`config.mk`:
```
export PLATFORM = sky130hd
export DESIGN_NAME = tca_acc
export DESIGN_NICKNAME = d
export VERILOG_FILES = /design/src/hdl/tca_pkg.sv /design/src/hdl/tca_acc.sv
export SDC_FILE = /design/constraint.sdc
export NUM_CORES = 2
export LEC_CHECK = 0
export BUFFER_PORTS_ARGS = -buffer_cell sky130_fd_sc_hd__buf_2
export CAP_MARGIN = 20
export CORE_UTILIZATION = 55
export DETAILED_ROUTE_END_ITERATION = 10
export MAX_ROUTING_LAYER = met4
export PLACE_DENSITY = 0.72
export SKIP_CTS_REPAIR_TIMING = 1
export SYNTH_ARGS = -nofsm -noshare
export SYNTH_HDL_FRONTEND = slang
export SYNTH_SLANG_ARGS = --single-unit
```
`constraint.sdc`:
```
create_clock -name clk -period 7.31 [get_ports clk]
set_clock_uncertainty 0.2 [all_clocks]
set_input_delay 0.731 -clock clk [delete_from_list [all_inputs] [get_ports clk]]
set_output_delay 0.731 -clock clk [all_outputs]
set_load 0.01 [all_outputs]
```
`src/hdl/tca_pkg.sv`:
```
// Shared types and constants for the toroidal 3D cellular automaton.
// No dependencies; tca_if, tca_acc and the top level import this package.
package tca_pkg;

    // Fixed field widths.
    localparam int COORD_W   = 6;
    localparam int CMD_W     = 2;
    localparam int MASK_W    = 27;
    localparam int CFG_IDX_W = 1;
    localparam int CNT_W     = 5;

    // Default grid size.
    localparam int DEF_X_CELLS = 64;
    localparam int DEF_Y_CELLS = 64;
    localparam int DEF_Z_CELLS = 64;

    // Command codes.
    localparam logic [CMD_W-1:0] CMD_WRITE   = 2'd0;
    localparam logic [CMD_W-1:0] CMD_READ    = 2'd1;
    localparam logic [CMD_W-1:0] CMD_ADVANCE = 2'd2;

    // Register indexes.
    localparam logic [CFG_IDX_W-1:0] REG_SURVIVE = 1'b0;
    localparam logic [CFG_IDX_W-1:0] REG_BIRTH   = 1'b1;

    // Reset rule: born on 4, survive on 4.
    localparam logic [MASK_W-1:0] RESET_RULE = 27'h10;

    // Nine row reads per output row; the step counter runs one past them.
    localparam logic [3:0] ADV_LAST_STEP = 4'd9;

    // Control group from the sequencer to the neighbor counter.
    typedef struct packed {
        logic clear;
        logic add;
        logic center_en;
    } tca_acc_ctrl_t;

endpackage

```
`src/hdl/tca_acc.sv`:
```
// Per-column neighbor counters and rule lookup for one row of the grid.
// Depends on tca_pkg.
module tca_acc
    import tca_pkg::*;
#(
    parameter int X_CELLS = DEF_X_CELLS
) (
    input  logic               clk,
    input  tca_acc_ctrl_t      ctrl,
    input  logic [X_CELLS-1:0] row,
    input  logic [MASK_W-1:0]  survive_mask,
    input  logic [MASK_W-1:0]  birth_mask,
    output logic [X_CELLS-1:0] new_row
);

    logic [CNT_W-1:0]   cnt_reg [X_CELLS];
    logic [X_CELLS-1:0] center_reg;

    // The center row is kept to know which cells are alive now.
    always_ff @(posedge clk)
    begin
        if (ctrl.center_en)
        begin
            center_reg <= row;
        end
    end

    for (genvar gx = 0; gx < X_CELLS; gx++)
    begin : g_lane
        localparam int XM = (gx + X_CELLS - 1) % X_CELLS;
        localparam int XP = (gx + 1) % X_CELLS;
        logic [CNT_W-1:0]  n_cnt;
        logic [MASK_W-1:0] rule;

        // Add the three cells of this row that touch column gx, wrapping at the ends.
        always_ff @(posedge clk)
        begin
            if (ctrl.clear)
            begin
                cnt_reg[gx] <= '0;
            end
            else if (ctrl.add)
            begin
                cnt_reg[gx] <= cnt_reg[gx] + CNT_W'(row[XM]) + CNT_W'(row[gx])
                               + CNT_W'(row[XP]);
            end
        end

        // The sum covers the full 3x3x3 block, so the cell itself is taken out.
        always_comb
        begin
            n_cnt       = cnt_reg[gx] - CNT_W'(center_reg[gx]);
            rule        = center_reg[gx] ? survive_mask : birth_mask;
            new_row[gx] = rule[n_cnt];
        end
    end

endmodule

```
==> flow_summary_export.csv <==
group,metric,value,unit
status,outcome,"complete, but fails checks",
status,violations,"design-rule violations",
timing,hold_violations,0,
global_routing,gr-total-overflow,0,
worst_setup_path,criticalPathCategory,"reg -> out",
timing,max_slew_margin,10.8,%
synth,synth.top_cell.area_share,37.3,%
pwr,ir_worst_vdd,0.190,mV
worst_setup_path,start_kind,"register",
worst_setup_path,r2r_start,"cnt_reg[1][140]",
final_layout,regArea,0.0115,mm2
cts,clkTransAtPathRegs,0.06,ns
floorplanning,rows,117,
cts,cts_root_buffer,"clkbuf_16",
floorplanning,die_y,322,um
worst_setup_path,critPathMaxStageDelay,0.95,ns
synth,yosysSeqAreaShare,20.5,%
floorplanning,die_width,322,um
global_routing,grt_pass1_vias,45500,
worst_setup_path,r2r_slack,4.78,ns
timing,worst_pin_slew,1.34,ns
timing,fin_tns_setup,0,ns
place,numPortBuffers,185,
cts,numCtsBuffers,52,
cts,cts_tree,"yes",
place,place_area,0.0571,mm2
synth,synth_top_flop_cell,"edfxtp_1",
synth,syn_area,0.0564,mm2
routing,detail-route-antenna-nets,0,
cts,h-tree-depth,2,
worst_setup_path,crit_cells,8,
global_routing,grt_pass1_wl,296000,um
routing,dr.pass1.iters,9,
min_path,min_path_cells,1,
worst_setup_path,crit_chain,"ha_1, nor3b_1, xor2_1, mux4_2, nor3_1, o21bai_1, o211a_1, buf_2",
pwr,leakage,21.2,nW
pwr,power_per_cell_area,204,mW/mm2
synth,synthDistinctLibCells,71,
synth,synth_edf_count,384,
final_layout,final_util,57.8,%
synth,syn_nets,5312,
global_routing,grt_usage,39.8,%
final_layout,layout.nets,4968,
routing,drc,4,
routing,initialDrtViolationCount,7672,
routing,num_vias,45900,
final_layout,area_growth,4.33,%
timing,setup_viol,0,
cts,worstSkewPairLatency,0.68,ns
floorplanning,die_area,0.104,mm2
timing,slew_viol_final,0,
cts,clockBufferDepth,3,
final_layout,largest_reg_flops,320,
job,drv_cap,0,
routing,wl_per_cell,33.8,um
timing,fin_crit_sh,67.5,%
global_routing,grt_start_max_net_pins,160,
timing,final.min_clock_period,4.93,ns
place,dp_hpwl,118000,um
synth,synth_area_leaders,"mux4_2, edfxtp_1, ha_1",
routing,wl,199000,um
global_routing,antenna_found_initial,10,
worst_setup_path,r2r-end,"cnt_reg[1][144]",
timing,rsz0062_at_grt,"false",
final_layout,drive_gt1_share,30.8,%
synth,async_flop_share,0,%
worst_setup_path,cp.arrival,4.00,ns
cts,cts.sinks,384,
synth,ys_warn_count,0,
worst_setup_path,critPathTopFamily,"flip-flops",
final_layout,nFillCells,8086,
worst_setup_path,crit_fanout,15,
final_layout,multi_input_area,0.0411,mm2
synth,syn_avg_cell_area,11.7,um2
min_path,hp-class,"in -> reg",
worst_setup_path,worstPathRequired,6.38,ns
synth,synth-seq-cells,384,
place,place_congestion,0.958,
worst_setup_path,crit_buf_inv,1,
worst_setup_path,end_kind,"output pin",
worst_setup_path,critical-path-slowest-cell,"edfxtp_1",
synth,synth_area_leader_cell,"mux4_2",
worst_setup_path,reg2reg_depth,6,
floorplanning,pin_count,186,
final_layout,stdcell_area,0.0588,mm2
min_path,min_to,"center_reg[27]",
min_path,holdCritStartpoint,"row[27]",
floorplanning,coreArea,0.102,mm2
final_layout,most-common-layout-cells,"mux4_2, edfxtp_1, nor2_1",
final_layout,final_common_cell,"mux4_2",
synth,synth_cells,4806,
floorplanning,start_util,55.4,%
routing,viasPerCell,7.80,
timing,fmax,0.203,GHz
==> worst reg2reg max path, stage by stage, from the launching register on <==
cell and delay [ns]:
edfxtp_1 0.43, fa_1 0.51, ha_1 0.16, inv_1 0.06, fa_1 0.45, or3_1 0.39
a21oi_1 0.16
==> power by group <==
part	total [mW]	internal [mW]	switching, mW
Sequential	3.12	2.68	0.442
Combinational	6.14	3.01	3.12
Clock	2.74	1.56	1.18
==> cell usage after synthesis, types with 64 or more instances <==
cell type	n
mux4_2	934
clkbuf_1	534
edfxtp_1	384
nor2_1	310
ha_1	256
nand2_1	236
inv_1	229
a21oi_1	193
xor2_1	175
mux2i_1	172
nor2b_1	157
xnor2_1	148
fa_1	128
and2_1	103
nor3b_1	89
buf_2	74
o21ai_0	64
==> cell type report <==
| class | instances | area share (%) |
|---|---|---|
| diodes | 10 | 0.0426 |
| clock buffers | 59 | 2.29 |
| clock inverters | 36 | 0.628 |
| inverters | 230 | 1.47 |
| multi-input cells | 3505 | 69.8 |
| flip-flops and latches | 384 | 19.6 |
| well taps | 1368 | 2.91 |
| repair buffers | 289 | 3.20 |
==> routing by layer <==
metal	global-route usage [%]	up-vias	wire length [um]
li1	-	17700	-
met1	50.1	22200	65200
met2	53.6	4806	80400
met3	18.9	1169	39400
met4	19.4	0	13800
met5	-	-	0
==> worst max path at each step <==
stage               endpoint             start
2_1_floorplan  cnt_reg[0][0]           ctrl[2]
3_3_place_gp     new_row[43]  survive_mask[26]
5_1_grt          new_row[39]    center_reg[39]
4_1_cts           new_row[7]     center_reg[7]
3_5_place_dp      new_row[9]  survive_mask[24]
6_report         new_row[29]    center_reg[29]
==> metrics by stage <==
stage	setup slack, ns	hold WS [ns]	power [mW]	instances
floorplan	1.98	0.400	7.59	4806
global placement	2.83	0.419	8.98	5776
detailed placement	2.90	0.426	9.10	5776
CTS	2.37	0.124	11.9	5871
global route	2.16	0.147	12.5	5879
finish	2.38	0.139	12.0	5881
==> cell families after synthesis <==
| family | share of synthesized area [%] |
|---|---|
| multiplexers | 41.8 |
| AO/OA/AOI/OAI | 5.69 |
| buffers and inverters | 6.71 |
| flip-flops | 20.5 |
| adder cells (fa/ha/maj) | 10.2 |
| XOR/XNOR | 5.13 |
| AND/OR/NAND/NOR | 9.97 |
No activity file was read; power rests on OpenSTA's default activity.
